[src/rtl/bbr_pkg.sv]
`timescale 1ns / 1ps
package bbr_pkg;

  localparam int PIX_W      = 8;
  localparam int RADIUS_W   = 4;
  localparam int MAX_RADIUS = 15;
  localparam int WIN_DEPTH  = 2 * MAX_RADIUS + 1;
  localparam int DIAM_W     = 5;
  localparam int CNT_W      = 5;
  localparam int SUM_W      = 13;
  localparam int SCALE_W    = 25;
  localparam int FRAC_BITS  = 24;
  localparam int PROD_W     = SUM_W + SCALE_W;
  localparam int CFG_IDX_W  = 1;
  localparam int CFG_DATA_W = RADIUS_W;

  typedef enum logic [CFG_IDX_W-1:0] {
    REG_LEFT_RADIUS  = 1'b0,
    REG_RIGHT_RADIUS = 1'b1
  } reg_idx_t;

  // floor(2^24 / kernel_size), indexed by left + right
  localparam logic [SCALE_W-1:0] SCALE_TABLE [WIN_DEPTH] = '{
    25'd16777216, 25'd8388608, 25'd5592405, 25'd4194304, 25'd3355443,
    25'd2796202,  25'd2396745, 25'd2097152, 25'd1864135, 25'd1677721,
    25'd1525201,  25'd1398101, 25'd1290555, 25'd1198372, 25'd1118481,
    25'd1048576,  25'd986895,  25'd932067,  25'd883011,  25'd838860,
    25'd798915,   25'd762600,  25'd729444,  25'd699050,  25'd671088,
    25'd645277,   25'd621378,  25'd599186,  25'd578524,  25'd559240,
    25'd541200
  };

  localparam logic [RADIUS_W-1:0] RESET_RADIUS = 4'd1;
  localparam logic [SCALE_W-1:0]  RESET_SCALE  = SCALE_TABLE[2];

  typedef struct packed {
    logic [RADIUS_W-1:0] left;
    logic [RADIUS_W-1:0] right;
  } radii_t;

  typedef struct packed {
    logic [PIX_W-1:0] pixel;
    logic             end_of_row;
  } item_t;

  // one result slot per cycle from the sequencer, while emit is set and the output advances
  typedef struct packed {
    logic             emit;
    logic             pad;
    logic             last;
    logic             row_done;
    logic             clear;
    logic [PIX_W-1:0] pix;
  } seq_ctrl_t;

endpackage

[src/rtl/bbr_stream_ifs.sv]
`timescale 1ns / 1ps
interface bbr_in_if;
  logic                      valid;
  logic                      ready;
  logic [bbr_pkg::PIX_W-1:0] pixel;
  logic                      end_of_row;

  modport source (output valid, output pixel, output end_of_row, input ready);
  modport sink (input valid, input pixel, input end_of_row, output ready);
endinterface

interface bbr_out_if;
  logic                      valid;
  logic                      ready;
  logic [bbr_pkg::PIX_W-1:0] blurred;
  logic                      last_of_run;
  logic                      row_done;

  modport source (output valid, output blurred, output last_of_run, output row_done,
                  input ready);
  modport sink (input valid, input blurred, input last_of_run, input row_done,
                output ready);
endinterface

[src/rtl/bbr_seq.sv]
`timescale 1ns / 1ps
module bbr_seq (
  input  logic               clk,
  input  logic               rst_n,
  input  logic               adv,
  input  logic               cfg_clear,
  input  bbr_pkg::radii_t    radii,
  input  logic               in_valid,
  input  bbr_pkg::item_t     in_item,
  output logic               in_ready,
  output bbr_pkg::seq_ctrl_t ctrl
);

  typedef enum logic [3:0] {
    PH_LEAD  = 4'b0001,
    PH_TAP   = 4'b0010,
    PH_FLUSH = 4'b0100,
    PH_TRAIL = 4'b1000
  } phase_t;

  logic                      busy_r, busy_nxt;
  bbr_pkg::item_t            item_r, item_nxt;
  phase_t                    phase_r, phase_nxt;
  logic [bbr_pkg::CNT_W-1:0] cnt_r, cnt_nxt;
  logic                      row_start_r, row_start_nxt;

  logic                       emit, fin, accept, row_start_eff;
  logic                       pad, row_close;
  logic [bbr_pkg::PIX_W-1:0]  pix_sel;
  logic                       left_gt, right_gt;
  logic [bbr_pkg::DIAM_W-1:0] diam;
  logic [bbr_pkg::CNT_W-1:0]  lead_cnt, trail_cnt;
  phase_t                     step_phase;
  logic [bbr_pkg::CNT_W-1:0]  step_cnt;

  assign left_gt   = radii.left > radii.right;
  assign right_gt  = radii.right > radii.left;
  assign diam      = bbr_pkg::DIAM_W'(radii.left) + bbr_pkg::DIAM_W'(radii.right);
  assign lead_cnt  = bbr_pkg::CNT_W'(radii.right - radii.left) - bbr_pkg::CNT_W'(1);
  assign trail_cnt = bbr_pkg::CNT_W'(radii.left - radii.right) - bbr_pkg::CNT_W'(1);

  assign emit = busy_r && adv;

  always_comb begin
    pad        = 1'b0;
    pix_sel    = item_r.pixel;
    fin        = 1'b0;
    step_phase = phase_r;
    step_cnt   = cnt_r - bbr_pkg::CNT_W'(1);
    unique case (phase_r)
      PH_LEAD: begin
        pad = 1'b1;
        if (cnt_r == '0) begin
          step_phase = PH_TAP;
        end
      end
      PH_TAP: begin
        if (!item_r.end_of_row) begin
          fin = 1'b1;
        end else if (diam != '0) begin
          step_phase = PH_FLUSH;
          step_cnt   = diam - bbr_pkg::DIAM_W'(1);
        end else if (left_gt) begin
          step_phase = PH_TRAIL;
          step_cnt   = trail_cnt;
        end else begin
          fin = 1'b1;
        end
      end
      PH_FLUSH: begin
        pix_sel = '0;
        if (cnt_r == '0) begin
          if (left_gt) begin
            step_phase = PH_TRAIL;
            step_cnt   = trail_cnt;
          end else begin
            fin = 1'b1;
          end
        end
      end
      PH_TRAIL: begin
        pad = 1'b1;
        if (cnt_r == '0) begin
          fin = 1'b1;
        end
      end
      default: begin
        fin = 1'b1;
      end
    endcase
  end

  assign row_close = emit && fin && item_r.end_of_row;

  // emit, pad, last, row_done, clear, pix
  assign ctrl = {emit, pad, fin, fin && item_r.end_of_row, row_close, pix_sel};

  assign in_ready      = !busy_r || (emit && fin);
  assign accept        = in_valid && in_ready;
  // a row that closes in this cycle makes the next item a row start
  assign row_start_eff = row_start_r || row_close;

  always_comb begin
    busy_nxt      = busy_r;
    item_nxt      = item_r;
    phase_nxt     = phase_r;
    cnt_nxt       = cnt_r;
    row_start_nxt = row_start_eff;
    if (emit) begin
      phase_nxt = step_phase;
      cnt_nxt   = step_cnt;
      if (fin) begin
        busy_nxt = 1'b0;
      end
    end
    if (accept) begin
      busy_nxt      = 1'b1;
      item_nxt      = in_item;
      row_start_nxt = 1'b0;
      if (row_start_eff && right_gt) begin
        phase_nxt = PH_LEAD;
        cnt_nxt   = lead_cnt;
      end else begin
        phase_nxt = PH_TAP;
      end
    end
    if (cfg_clear) begin
      row_start_nxt = 1'b1;
    end
  end

  always_ff @(posedge clk) begin
    if (!rst_n) begin
      busy_r      <= 1'b0;
      phase_r     <= PH_TAP;
      cnt_r       <= '0;
      row_start_r <= 1'b1;
    end else begin
      busy_r      <= busy_nxt;
      phase_r     <= phase_nxt;
      cnt_r       <= cnt_nxt;
      row_start_r <= row_start_nxt;
    end
  end

  always_ff @(posedge clk) begin
    item_r <= item_nxt;
  end

endmodule

[src/rtl/bbr_tap.sv]
`timescale 1ns / 1ps
module bbr_tap (
  input  logic                        clk,
  input  logic                        rst_n,
  input  bbr_pkg::seq_ctrl_t          ctrl,
  input  logic                        cfg_clear,
  input  bbr_pkg::radii_t             radii,
  input  logic [bbr_pkg::SCALE_W-1:0] scale,
  output logic [bbr_pkg::PIX_W-1:0]   blurred
);

  logic [bbr_pkg::PIX_W-1:0] win_r     [bbr_pkg::WIN_DEPTH];
  logic [bbr_pkg::PIX_W-1:0] win_shift [bbr_pkg::WIN_DEPTH];
  logic [bbr_pkg::SUM_W-1:0] sum_r, sum_nxt, sum_tap;
  logic [bbr_pkg::PROD_W-1:0] prod;
  logic [bbr_pkg::DIAM_W-1:0] diam;
  logic [bbr_pkg::PIX_W-1:0]  leave;
  logic                       tap_en, clear;

  assign tap_en = ctrl.emit && !ctrl.pad;
  assign clear  = cfg_clear || ctrl.clear;
  assign diam   = bbr_pkg::DIAM_W'(radii.left) + bbr_pkg::DIAM_W'(radii.right);

  // newest pixel at index 0
  always_comb begin
    win_shift[0] = ctrl.pix;
    for (int i = 1; i < bbr_pkg::WIN_DEPTH; i++) begin
      win_shift[i] = win_r[i-1];
    end
  end

  assign sum_tap = sum_r + bbr_pkg::SUM_W'(ctrl.pix);
  assign prod    = bbr_pkg::PROD_W'(sum_tap) * bbr_pkg::PROD_W'(scale);
  assign blurred = prod[bbr_pkg::FRAC_BITS +: bbr_pkg::PIX_W];

  // tap that drops out of the kernel after this output
  assign leave = win_shift[diam];

  always_comb begin
    sum_nxt = sum_r;
    if (clear) begin
      sum_nxt = '0;
    end else if (tap_en) begin
      sum_nxt = sum_tap - bbr_pkg::SUM_W'(leave);
    end
  end

  always_ff @(posedge clk) begin
    if (!rst_n) begin
      sum_r <= '0;
      for (int i = 0; i < bbr_pkg::WIN_DEPTH; i++) begin
        win_r[i] <= '0;
      end
    end else begin
      sum_r <= sum_nxt;
      for (int i = 0; i < bbr_pkg::WIN_DEPTH; i++) begin
        if (clear) begin
          win_r[i] <= '0;
        end else if (tap_en) begin
          win_r[i] <= win_shift[i];
        end
      end
    end
  end

endmodule

[src/rtl/box_blur_row_unit.sv]
`timescale 1ns / 1ps
// One-dimensional box blur of a stream of 8-bit alpha pixels with a kernel of
// left_radius+right_radius+1 equal taps; each output is
// (window_sum * floor(2^24/kernel_size)) >> 24 over the zero-padded row, so a
// row of w pixels gives w + 2*max(left_radius, right_radius) results. Results
// leave one per cycle, while the output is taken, through a single output
// register, which sets the rate: an interior pixel gives 1 result, the first
// pixel of a row 1 + max(0, right-left) results and the last pixel of a row
// 1 + left + right + max(0, left-right) results. An input pixel is registered
// in the sequencer and its result then in the output register. A radius write
// clears the row in progress and reloads the reciprocal from a constant table
// in the same cycle; write radii only while the block is idle.
module box_blur_row_unit (
  input  logic                           clk,
  input  logic                           rst_n,
  bbr_in_if.sink                         in_ch,
  bbr_out_if.source                      out_ch,
  input  logic                           cfg_we,
  input  logic [bbr_pkg::CFG_IDX_W-1:0]  cfg_index,
  input  logic [bbr_pkg::CFG_DATA_W-1:0] cfg_data
);

  bbr_pkg::radii_t              radii_r, radii_nxt;
  logic [bbr_pkg::SCALE_W-1:0]  scale_r, scale_nxt;
  logic                         out_valid_r, out_valid_nxt;
  logic [bbr_pkg::PIX_W-1:0]    blurred_r;
  logic                         last_r, row_done_r;

  bbr_pkg::item_t               in_item;
  bbr_pkg::seq_ctrl_t           ctrl;
  logic [bbr_pkg::PIX_W-1:0]    tap_value;
  logic                         adv;
  logic [bbr_pkg::DIAM_W-1:0]   diam_nxt;

  always_comb begin
    radii_nxt = radii_r;
    if (cfg_we) begin
      unique case (cfg_index)
        bbr_pkg::REG_LEFT_RADIUS:  radii_nxt.left  = cfg_data;
        bbr_pkg::REG_RIGHT_RADIUS: radii_nxt.right = cfg_data;
        default: radii_nxt = radii_r;
      endcase
    end
  end

  assign diam_nxt  = bbr_pkg::DIAM_W'(radii_nxt.left) + bbr_pkg::DIAM_W'(radii_nxt.right);
  assign scale_nxt = cfg_we ? bbr_pkg::SCALE_TABLE[diam_nxt] : scale_r;

  always_ff @(posedge clk) begin
    if (!rst_n) begin
      radii_r.left  <= bbr_pkg::RESET_RADIUS;
      radii_r.right <= bbr_pkg::RESET_RADIUS;
      scale_r       <= bbr_pkg::RESET_SCALE;
    end else begin
      radii_r <= radii_nxt;
      scale_r <= scale_nxt;
    end
  end

  assign in_item = {in_ch.pixel, in_ch.end_of_row};

  // output register is empty or is taken this cycle
  assign adv = !out_valid_r || out_ch.ready;

  bbr_seq u_seq (
    .clk       (clk),
    .rst_n     (rst_n),
    .adv       (adv),
    .cfg_clear (cfg_we),
    .radii     (radii_r),
    .in_valid  (in_ch.valid),
    .in_item   (in_item),
    .in_ready  (in_ch.ready),
    .ctrl      (ctrl)
  );

  bbr_tap u_tap (
    .clk       (clk),
    .rst_n     (rst_n),
    .ctrl      (ctrl),
    .cfg_clear (cfg_we),
    .radii     (radii_r),
    .scale     (scale_r),
    .blurred   (tap_value)
  );

  always_comb begin
    out_valid_nxt = out_valid_r;
    if (ctrl.emit) begin
      out_valid_nxt = 1'b1;
    end else if (out_ch.ready) begin
      out_valid_nxt = 1'b0;
    end
  end

  always_ff @(posedge clk) begin
    if (!rst_n) begin
      out_valid_r <= 1'b0;
    end else begin
      out_valid_r <= out_valid_nxt;
    end
  end

  always_ff @(posedge clk) begin
    if (ctrl.emit) begin
      blurred_r  <= ctrl.pad ? '0 : tap_value;
      last_r     <= ctrl.last;
      row_done_r <= ctrl.row_done;
    end
  end

  assign out_ch.valid       = out_valid_r;
  assign out_ch.blurred     = blurred_r;
  assign out_ch.last_of_run = last_r;
  assign out_ch.row_done    = row_done_r;

endmodule

[src/flat_wrapper.sv]
// flat-port wrapper written by rule: the top's interface ports become plain ports
module box_blur_row_unit_flat 
  (clk, rst_n, cfg_we, cfg_index, cfg_data, in_ch_valid, in_ch_pixel, in_ch_end_of_row, in_ch_ready, out_ch_valid, out_ch_blurred, out_ch_last_of_run, out_ch_row_done, out_ch_ready);
  bbr_in_if in_ch_i ();
  bbr_out_if out_ch_i ();
  input  logic clk;
  input  logic rst_n;
  input  logic cfg_we;
  input  logic [bbr_pkg::CFG_IDX_W-1:0] cfg_index;
  input  logic [bbr_pkg::CFG_DATA_W-1:0] cfg_data;
  input wire logic [$bits(in_ch_i.valid)-1:0] in_ch_valid;
  input wire logic [$bits(in_ch_i.pixel)-1:0] in_ch_pixel;
  input wire logic [$bits(in_ch_i.end_of_row)-1:0] in_ch_end_of_row;
  output wire logic [$bits(in_ch_i.ready)-1:0] in_ch_ready;
  output wire logic [$bits(out_ch_i.valid)-1:0] out_ch_valid;
  output wire logic [$bits(out_ch_i.blurred)-1:0] out_ch_blurred;
  output wire logic [$bits(out_ch_i.last_of_run)-1:0] out_ch_last_of_run;
  output wire logic [$bits(out_ch_i.row_done)-1:0] out_ch_row_done;
  input wire logic [$bits(out_ch_i.ready)-1:0] out_ch_ready;
  assign in_ch_i.valid = in_ch_valid;
  assign in_ch_i.pixel = in_ch_pixel;
  assign in_ch_i.end_of_row = in_ch_end_of_row;
  assign in_ch_ready = in_ch_i.ready;
  assign out_ch_valid = out_ch_i.valid;
  assign out_ch_blurred = out_ch_i.blurred;
  assign out_ch_last_of_run = out_ch_i.last_of_run;
  assign out_ch_row_done = out_ch_i.row_done;
  assign out_ch_i.ready = out_ch_ready;
  box_blur_row_unit u_core (.clk(clk), .rst_n(rst_n), .in_ch(in_ch_i), .out_ch(out_ch_i), .cfg_we(cfg_we), .cfg_index(cfg_index), .cfg_data(cfg_data));
endmodule
[config.mk]
export PLATFORM = sky130hd
export DESIGN_NAME = box_blur_row_unit_flat
export DESIGN_NICKNAME = d
export VERILOG_FILES = /design/src/rtl/bbr_pkg.sv /design/src/rtl/bbr_stream_ifs.sv /design/src/rtl/bbr_seq.sv /design/src/rtl/bbr_tap.sv /design/src/rtl/box_blur_row_unit.sv /design/src/flat_wrapper.sv
export SDC_FILE = /design/constraint.sdc
export NUM_CORES = 1
export LEC_CHECK = 0
export ABC_AREA = 1
export BUFFER_PORTS_ARGS = -buffer_cell sky130_fd_sc_hd__clkbuf_2
export CORE_MARGIN = 4
export CORE_UTILIZATION = 55
export CTS_CLUSTER_SIZE = 30
export DETAILED_ROUTE_END_ITERATION = 16
export PLACE_DENSITY = 0.68
export SETUP_SLACK_MARGIN = 0.3
export SYNTH_ARGS = -nofsm -noshare
export SYNTH_HDL_FRONTEND = slang
export SYNTH_HIERARCHICAL = 1
export SYNTH_SLANG_ARGS = --single-unit
[constraint.sdc]
create_clock -name clk -period 8.1 [get_ports clk]
set_input_delay 0.81 -clock clk [delete_from_list [all_inputs] [get_ports clk]]
set_output_delay 0.81 -clock clk [all_outputs]
set_load 0.02 [all_outputs]
==> flow_summary_export.csv, run 1 <==
group,metric,value,unit
sta,min_period,7.31,ns
grt,busiest_layer,"met2",
grt,grt_util_met1,36.6,%
clock_network,clock_path_buffers,3,
sta,relSlewSlack,15.7,%
worst_setup_path,endpoint_kind,"register",
synthesis,synth-main-ff-cell,"edfxtp_1",
synthesis,synth_area,26900,µm²
grt,met2_usage,43.5,%
synthesis,synth_compound_area_share,9.77,%
synthesis,yosys_register_bits,317,
die,dieArea,52600,µm²
cells_and_area,nNetsFinal,3675,
clock_network,cts_made_buffers,37,
synthesis,synth-edff-count,259,
sta,fin_worst_skew,0.0267,ns
worst_setup_path,slowest_stage,"fa_1",
grt,first_global_vias,21562,
detailed_routing,avgRoutedWirePerCell,17.6,µm
synthesis,muxShareOfSynthArea,0,%
sta,slew_viol_final,0,
clock_network,cts_sinks,317,
clock_network,clk_pin_slew,0.06,ns
placed_design,routabilityCongestion,0.918,
detailed_routing,viasPerCell,5.44,
synthesis,yosys-top-cells-area,"edfxtp_1 29%, fa_1 18%, inv_1 10%",
cells_and_area,drive_gt1_share,6.91,%
grt,grt_start_max_net_pins,124,
sta,fin_crit_sh,90.2,%
synthesis,netlist_instances,3352,
synthesis,avgSynthCellArea,8.04,µm²
grt,grt_use_met3,4.77,%
worst_setup_path,path_max_fanout,11,
die,die_w,229,µm
synthesis,synth_common_cells,"744 x inv_1, 628 x nand2_1, 432 x nor2_1",
clock_network,cts_root_buf,"clkbuf_16",
worst_setup_path,critPathLaunchType,"register",
synthesis,synth_area_leader_cell,"edfxtp_1",
cells_and_area,area_delta_synth_final,6.32,%
cells_and_area,seq_area,8940,µm²
sta,fmax,137,MHz
sta,hold_viol,0,
grt,antenna_found_initial,1,
clock_network,htree_levels,2,
detailed_routing,vias,21482,
detailed_routing,drtAntennaViolNets,0,
sta,rsz0062_at_grt,"no",
detailed_routing,drt_wl_total,69500,µm
die,initial_core_util,56.1,%
synthesis,synth-simple-area-share,20.0,%
grt,grt-ovfl-total,0,
sta,setup_viol,0,
die,ios,31,
cells_and_area,multi_input_area,14500,µm²
synthesis,synth-xor-area-share,0.813,%
worst_setup_path,rr_worst_depth,29,
min_path,hold_depth,1,
sta,worstMarginPinSlew,1.26,ns
worst_setup_path,critPathMaxStageDelay,0.57,ns
clock_network,cts_tree,"done",
synthesis,synth_top_family_by_area,"adder cells",
synthesis,synth_warnings,6,
die,rows,80,
clock_network,insertion_delay,0.57,ns
cells_and_area,fillers,4334,
die,core_area,48000,µm²
detailed_routing,drt_first_iter_violations,1764,
placed_design,port_buffers,30,
min_path,hold_class,"in -> reg",
die,die_h,229,µm
synthesis,synthAdderAreaFrac,23.1,%
synthesis,postSynth.asyncResetShare,0,%
sta,fin_tns_setup,0,ns
synthesis,synth_top_area_share,28.9,%
synthesis,synth.most_common_cell,"inv_1",
clock_network,cts_hold_buf,0,
job,drv_cap,0,
detailed_routing,dr.pass1.iters,6,
synthesis,synth.distinct_cells,59,
detailed_routing,route.detailed.drc,0,
worst_setup_path,cp.arrival,7.60,ns
synthesis,ys_seq_area_share,33.2,%
worst_setup_path,critPathKind,"reg -> reg",
status,status,"complete, no violations",
grt,grt_pass1_wl,112000,µm
placed_design,post-dp-hpwl,49200,µm
worst_setup_path,cp.required,8.40,ns
grt,track_usage,26.4,%
synthesis,synth_fp_nets,3720,
==> cells in the final DEF (no fill, tap or decap), types with 5 or more instances in the layout <==
cell type and n:
clkbuf_2 30, clkbuf_1 10, nand2_2 17, o32ai_1 5
nand2_1 625, nor3_1 20, buf_4 28, dfxtp_1 58
inv_1 738, clkbuf_16 37, nor2_2 7, nand2_4 18
o21a_1 6, o21ai_1 10, a211oi_1 9, a21oi_1 217
clkinv_1 6, nand3_2 13, edfxtp_1 259, xor2_1 14
inv_2 16, o21ai_0 188, clkinvlp_4 10, or2_2 7
o31ai_1 7, a21oi_2 9, fa_1 245, nor2_4 9
nand3_1 94, xnor2_1 6, nand4_1 10, a31oi_1 9
ha_1 102, o21bai_1 6, nor2_1 432
==> layer usage <==
metal  vias to the layer above  share of wire (%)
met5                         -              0.019
met1                     10490                 44
li1                      10179                  -
met3                       128                7.0
met4                         2                2.4
met2                       683                 47
==> worst max-delay path: cells and delay by family, from the launching register on <==
family | cells | cell delay (ns)
AO/OA/AOI/OAI | 1 | 0.28
XOR/XNOR | 1 | 0.10
adder cells (fa/ha/maj) | 7 | 3.10
buffers and inverters | 7 | 0.91
flip-flops | 1 | 0.33
AND/OR/NAND/NOR | 13 | 2.27
==> final cells by class <==
class	count	area share, %
Timing Repair Buffer	58	1.26
Clock inverter	15	0.625
Inverter	765	10.2
Multi-Input combinational cell	2124	50.6
Antenna cell	1	0.00873
Clock buffer	47	3.36
Sequential cell	317	31.2
Tap cell	615	2.69
Timing Repair inverter	4	0.105
==> per-stage QoR <==
step | util (%) | area (µm²) | hold slack [ns] | instances | setup slack [ns]
finish | 59.6 | 28600 | 0.428 | 3946 | 0.793
global route | 59.6 | 28600 | 0.418 | 3945 | 0.337
CTS | 59.4 | 28500 | 0.398 | 3933 | 0.456
detailed placement | 57.0 | 27400 | 0.469 | 3871 | 0.478
global placement | 57.0 | 27400 | 0.458 | 3871 | 0.588
floorplan | - | 26900 | 0.432 | 3352 | 0.729
==> sequential cells by signal (all words and copies together) (netlist names) <==
name	count
u_core/u_seq/busy_r	1
u_core/scale_r	25
u_core/u_seq/cnt_r	5
u_core/out_ch.row_done	1
u_core/u_tap/win_r	240
u_core/u_seq/row_start_r	1
u_core/radii_r	8
u_core/u_tap/sum_r	13
u_core/u_seq/item_r	9
u_core/out_ch.blurred	8
u_core/out_ch.last_of_run	1
u_core/out_ch.valid	1
u_core/u_seq/phase_r	4
==> logic make-up (layout without fill, tap and decap cells) <==
logic type      count (synthesis)  count (layout)
fa+ha+maj                     349             349
flops                         317             317
other cells                     0               1
xor+xnor                       22              22
buf+inv                       911             889
simple gates                 1269            1269
compound gates                484             484
==> worst paths after layout <==
kind                                                      startpoint                                      to  slack [ns]
worst max-delay path            u_core/u_seq/phase_r[3]$_SDFFE_PN0P_  u_core/out_ch.blurred[1]$_SDFFCE_PP0P_        0.79
worst min-delay path                                in_ch_end_of_row        u_core/u_seq/item_r[0]$_DFFE_PN_        0.43
worst max register to register  u_core/u_seq/phase_r[3]$_SDFFE_PN0P_  u_core/out_ch.blurred[1]$_SDFFCE_PP0P_        0.79
worst min register to register    u_core/u_tap/sum_r[4]$_SDFFE_PP0P_      u_core/u_tap/sum_r[4]$_SDFFE_PP0P_        0.49
==> timing repair <==
action | CTS | global route
setup buffers | 0 | 8
setup endpoints to repair | 0 | 7
resized for setup | 0 | 15
Power of run 1 is not shown: default switching activity piles up to over one toggle a cycle in this logic, so the estimate is an artifact.
==> inputs of run 2 (changes only) <==
--- a/config.mk
+++ b/config.mk
@@ -9,9 +9,10 @@
 export BUFFER_PORTS_ARGS = -buffer_cell sky130_fd_sc_hd__clkbuf_2
 export CORE_MARGIN = 4
 export CORE_UTILIZATION = 55
-export CTS_CLUSTER_SIZE = 30
+export CTS_CLUSTER_SIZE = 12
 export DETAILED_ROUTE_END_ITERATION = 16
 export PLACE_DENSITY = 0.68
+export REMOVE_ABC_BUFFERS = 1
 export SETUP_SLACK_MARGIN = 0.3
 export SYNTH_ARGS = -nofsm -noshare
 export SYNTH_HDL_FRONTEND = slang
==> constraint.sdc (replaced) <==
create_clock -name clk -period 6.9 [get_ports clk]
set_input_delay 0.69 -clock clk [delete_from_list [all_inputs] [get_ports clk]]
set_output_delay 0.69 -clock clk [all_outputs]
set_load 0.02 [all_outputs]
==> flow_summary_export.csv, run 2 (synthesis results as in run 1) <==
group,metric,value,unit
sta,relSlewSlack,33.2,%
status,status,"complete, no violations",
worst_setup_path,r2r_start,"u_core/u_seq/phase_r[0]$_SDFFE_PN0P_",
worst_setup_path,critPathLaunchType,"register",
job,drv_cap,0,
die,ios,31,
detailed_routing,dr.pass1.iters,5,
detailed_routing,wl_met3,3890,µm
worst_setup_path,rr_worst_depth,40,
die,initial_core_util,56.1,%
clock_network,insertion_delay,0.56,ns
die,rows,80,
clock_network,htree_levels,2,
min_path,hold_start,"in_ch_pixel[4]",
die,die_w,229,µm
sta,hold_viol,0,
detailed_routing,routedLengthMet1,29200,µm
detailed_routing,avgRoutedWirePerCell,17.3,µm
clock_network,cts_tree,"done",
clock_network,clock_path_buffers,3,
grt,grt_start_max_net_pins,223,
placed_design,port_buffers,30,
clock_network,cts_sinks,317,
sta,min_period,6.70,ns
placed_design,place_ws,-0.0485,ns
cells_and_area,multi_input_area,15100,µm²
cells_and_area,largest_register_ffs,240,
worst_setup_path,r2r_end,"u_core/out_ch.blurred[5]$_SDFFCE_PP0P_",
cells_and_area,mostFrequentLayoutCells,"724 x inv_1, 604 x nand2_1, 413 x nor2_1, 259 x edfxtp_1, 239 x fa_1",
clock_network,cts_hold_buf,0,
worst_setup_path,path_max_fanout,11,
worst_setup_path,slowest_stage,"fa_1",
worst_setup_path,critPathMaxStageDelay,0.53,ns
worst_setup_path,rrSetupSlack,0.20,ns
cells_and_area,area_delta_synth_final,12.1,%
clock_network,clk_pin_slew,0.06,ns
worst_setup_path,endpoint_kind,"register",
sta,setup_ws,0.199,ns
detailed_routing,drtAntennaViolNets,0,
die,dieArea,52600,µm²
cells_and_area,largest-register,"u_core/u_tap/win_r",
detailed_routing,vias,21697,
sta,rsz0062_at_grt,"yes",
min_path,hold_class,"in -> reg",
sta,worstMarginPinSlew,1.00,ns
cells_and_area,fillers,4190,
cells_and_area,antenna_cells,0,
worst_setup_path,critPathKind,"reg -> reg",
sta,slew_viol_final,0,
worst_setup_path,cp.required,7.19,ns
detailed_routing,met2_length,34100,µm
worst_setup_path,cpMostUsedCell,"inv_2",
sta,setup_viol,0,
cells_and_area,top_regs,"u_core/u_tap/win_r x240, u_core/scale_r x25, u_core/u_tap/sum_r x13",
sta,fin_crit_sh,97.1,%
cells_and_area,nNetsFinal,3757,
min_path,hold_depth,1,
detailed_routing,top_layer,"met5",
cells_and_area,seq_area,8940,µm²
cells_and_area,drive_gt1_share,12.6,%
placed_design,routabilityCongestion,0.932,
die,core_area,48000,µm²
grt,first_global_vias,21975,
grt,track_usage,25.9,%
clock_network,cts_root_buf,"clkbuf_16",
sta,fin_worst_skew,0.0141,ns
detailed_routing,drt_wl_total,69700,µm
grt,grt-ovfl-total,0,
min_path,holdPathEnd,"u_core/u_seq/item_r[5]$_DFFE_PN_",
die,die_h,229,µm
detailed_routing,drt_first_iter_violations,1462,
grt,grt_pass1_wl,111000,µm
detailed_routing,route.detailed.drc,0,
worst_setup_path,cp.arrival,6.99,ns
cells_and_area,final_common_cell,"inv_1",
sta,fmax,149,MHz
grt,antenna_found_initial,1,
detailed_routing,viasPerCell,5.38,
clock_network,cts_made_buffers,38,
placed_design,post-dp-hpwl,48800,µm
[run 2: timing repair]
| item | CTS | global route |
|---|---|---|
| buffers inserted | 8 | 18 |
| setup endpoints to repair | 8 | 8 |
| pin swaps | 15 | 38 |
| cloned | 0 | 4 |
| resized for setup | 43 | 122 |
[run 2: area by class of cell]
type	instances	share of cell area, %
Timing Repair Buffer	143	4.24
Clock buffer	51	3.48
Clock inverter	18	0.534
Tap cell	615	2.55
Multi-Input combinational cell	2124	50.0
Sequential cell	317	29.6
Inverter	765	9.61
[run 2: worst max path at each step]
| stage | startpoint | endpoint | slack (ns) |
|---|---|---|---|
| after floorplan | u_core/radii_r[1]$_SDFF_PN0_ | u_core/u_tap/win_r[0][0]$_SDFFCE_PN0P_ | -0.40 |
| after global placement | u_core/u_seq/phase_r[3]$_SDFFE_PN0P_ | u_core/out_ch.blurred[5]$_SDFFCE_PP0P_ | 0.08 |
| after detailed placement | u_core/u_seq/phase_r[3]$_SDFFE_PN0P_ | u_core/out_ch.blurred[6]$_SDFFCE_PP0P_ | -0.05 |
| after CTS | u_core/u_seq/phase_r[3]$_SDFFE_PN0P_ | u_core/out_ch.blurred[6]$_SDFFCE_PP0P_ | 0.27 |
| after global routing | u_core/u_seq/phase_r[1]$_SDFFE_PN1P_ | u_core/out_ch.blurred[5]$_SDFFCE_PP0P_ | -0.12 |
| final | u_core/u_seq/phase_r[0]$_SDFFE_PN0P_ | u_core/out_ch.blurred[5]$_SDFFCE_PP0P_ | 0.20 |
[run 2: per-stage QoR]
step | hold WS (ns) | area (µm²) | setup TNS (ns) | utilization (%) | cells
2_1_floorplan | 0.432 | 26300 | -94.17 | - | 3206
3_3_place_gp | 0.458 | 28000 | 0 | 58.3 | 3934
3_5_place_dp | 0.455 | 28000 | -0.103 | 58.3 | 3934
4_1_cts | 0.281 | 29400 | 0 | 61.3 | 4011
5_1_grt | 0.292 | 30200 | -0.302 | 62.9 | 4033
6_report | 0.307 | 30200 | 0 | 62.9 | 4033
[run 2: layer usage]
metal  track usage [%]  vias to the layer above
met5                 0                        -
met4              9.24                        2
met3              3.84                      163
met2              45.1                      639
met1              33.0                    10533
li1                  -                    10360
[run 2: worst max-delay path: cells and delay by family (launching register included)]
kind / cells / cell delay (ns)
AOI/OAI and AO/OA: 2 / 0.34
adders and majority gates: 8 / 3.00
DFF: 1 / 0.34
buffers and inverters: 16 / 1.43
and+or+nand+nor: 13 / 1.21
xor gates and xnor gates: 1 / 0.10
Power of run 2 is left out for the same reason.
==> inputs of run 3 (changes only) <==
--- a/config.mk
+++ b/config.mk
@@ -11,7 +11,7 @@
 export CORE_UTILIZATION = 55
 export CTS_CLUSTER_SIZE = 12
 export DETAILED_ROUTE_END_ITERATION = 16
-export PLACE_DENSITY = 0.68
+export PLACE_DENSITY = 0.69
 export REMOVE_ABC_BUFFERS = 1
 export SETUP_SLACK_MARGIN = 0.3
 export SYNTH_ARGS = -nofsm -noshare
==> flow_summary_export.csv, run 3 (synthesis results as in run 1) <==
group,metric,value,unit
grt,grt-ovfl-total,0,
worst_setup_path,cpMostUsedCell,"fa_1",
sta,fin_crit_sh,96.9,%
detailed_routing,drt_wl_total,70000,µm
placed_design,port_buffers,30,
placed_design,post-dp-hpwl,49800,µm
detailed_routing,route.detailed.drc,0,
cells_and_area,finish.utilization,63.7,%
cells_and_area,drive_gt1_share,14.8,%
worst_setup_path,endpoint,"u_core/out_ch.blurred[6]$_SDFFCE_PP0P_",
clock_network,cts_sinks,317,
grt,track_usage,25.9,%
worst_setup_path,path_buf_inv,10,
clock_network,clk_pin_slew,0.06,ns
die,core_area,48000,µm²
sta,slew_viol_final,0,
sta,hold_viol,0,
detailed_routing,drtAntennaViolNets,0,
clock_network,cts_root_buf,"clkbuf_16",
clock_network,cts_made_buffers,38,
cells_and_area,fillers,4169,
sta,worstMarginPinSlew,1.10,ns
die,rows,80,
job,drv_cap,0,
clock_network,htree_levels,2,
worst_setup_path,cp.arrival,6.96,ns
min_path,hold_class,"in -> reg",
sta,setup_viol,0,
worst_setup_path,r2r_start,"u_core/u_seq/phase_r[2]$_SDFFE_PN0P_",
sta,min_period,6.68,ns
detailed_routing,viasPerCell,5.39,
cells_and_area,seq_area,8940,µm²
worst_setup_path,critPathLaunchType,"register",
detailed_routing,dr.pass1.iters,5,
sta,fmax,150,MHz
cells_and_area,final_common_cell,"inv_1",
cells_and_area,mostFrequentLayoutCells,"718 x inv_1, 582 x nand2_1, 405 x nor2_1, 259 x edfxtp_1, 231 x fa_1",
cells_and_area,antenna_cells,0,
cells_and_area,top_regs,"u_core/u_tap/win_r x240, u_core/scale_r x25, u_core/u_tap/sum_r x13",
die,die_h,229,µm
worst_setup_path,cp.required,7.17,ns
grt,grt_start_max_net_pins,149,
die,ios,31,
worst_setup_path,critPathMaxStageDelay,0.53,ns
grt,antenna_found_initial,0,
worst_setup_path,worstSetupStartpoint,"u_core/u_seq/phase_r[2]$_SDFFE_PN0P_",
clock_network,cts_tree,"done",
worst_setup_path,slowest_stage,"fa_1",
cells_and_area,largest_register_ffs,240,
worst_setup_path,path_max_fanout,12,
grt,grt_pass1_wl,111000,µm
worst_setup_path,r2r_end,"u_core/out_ch.blurred[6]$_SDFFCE_PP0P_",
status,status,"complete, no violations",
sta,rsz0062_at_grt,"yes",
sta,fin_worst_skew,0.0172,ns
die,die_w,229,µm
grt,first_global_vias,22133,
cells_and_area,nNetsFinal,3779,
clock_network,insertion_delay,0.55,ns
cells_and_area,largest-register,"u_core/u_tap/win_r",
worst_setup_path,cp.depth,31,
cells_and_area,multi_input_area,15300,µm²
worst_setup_path,endpoint_kind,"register",
clock_network,cts_hold_buf,0,
cells_and_area,area_delta_synth_final,13.5,%
placed_design,routabilityCongestion,0.931,
detailed_routing,avgRoutedWirePerCell,17.3,µm
clock_network,clock_path_buffers,3,
worst_setup_path,critPathKind,"reg -> reg",
detailed_routing,drt_first_iter_violations,1725,
detailed_routing,vias,21832,
worst_setup_path,rrSetupSlack,0.22,ns
sta,relSlewSlack,26.7,%
worst_setup_path,path_delay_family,"adder cells",
worst_setup_path,rr_worst_depth,31,
die,initial_core_util,56.1,%
die,dieArea,52600,µm²
==> run 3: cell types whose count changed in the layout (fill, tap and decap cells not counted), sizes merged <==
cell	delta
clkinv	+2
clkinvlp	-1
clkbuf	-1
buf	+21
==> run 3: routing by layer <==
layer	wire, µm	GRT usage (%)	part of all wire (%)
met2	33900	44.1	48
met1	29300	33.8	42
met5	0	0	0
met3	4250	4.24	6.1
met4	2580	9.41	3.7
==> run 3: worst reg2reg max path: cells and delay by family, from the launching register on <==
kind	cells	cell delay (ns)
fa+ha+maj	7	3.05
simple gates	10	1.05
compound gates	3	0.69
xor+xnor	1	0.15
flops	1	0.36
buf+inv	10	1.10
==> run 3: repair_timing <==
item | CTS | global route
setup buffers | 4 | 34
gates cloned | 0 | 4
endpoints found under the setup margin | 8 | 8
pin swaps | 12 | 85
resized for setup | 50 | 187
endpoints found under the hold margin | 0 | 0
==> run 3: final cells by class <==
class	count	area share, %
tap	615	2.51
inverter	765	9.55
clock inverter	19	0.581
clock buffer	49	3.38
multi-input combinational	2124	50.0
sequential	317	29.2
timing repair buffer	165	4.74
==> run 3: worst min-delay path by stage <==
stage,depth (start not counted),to,slack [ns],from
finish,1,u_core/u_seq/item_r[7]$_DFFE_PN_,0.32,in_ch_pixel[6]
global route,1,u_core/u_seq/item_r[7]$_DFFE_PN_,0.30,in_ch_pixel[6]
CTS,1,u_core/u_seq/item_r[7]$_DFFE_PN_,0.29,in_ch_pixel[6]
detailed placement,2,u_core/u_tap/sum_r[0]$_SDFFE_PP0P_,0.46,u_core/u_tap/sum_r[0]$_SDFFE_PP0P_
global placement,2,u_core/u_tap/sum_r[0]$_SDFFE_PP0P_,0.45,u_core/u_tap/sum_r[0]$_SDFFE_PP0P_
floorplan,2,u_core/u_tap/sum_r[0]$_SDFFE_PP0P_,0.43,u_core/u_tap/sum_r[0]$_SDFFE_PP0P_
==> run 3: through the flow <==
step                instances  instance area [µm²]  worst slack [ns]  hold slack [ns]  TNS [ns]
finish                   4054                30600             0.216            0.316         0
global route             4054                30600           -0.0569            0.300    -0.140
CTS                      4016                29500             0.258            0.285         0
detailed placement       3944                28100           -0.0242            0.461   -0.0242
global placement         3944                28100            0.0413            0.450         0
floorplan                3206                26300            -0.396            0.432    -94.17
Power of run 3 is left out for the same reason.
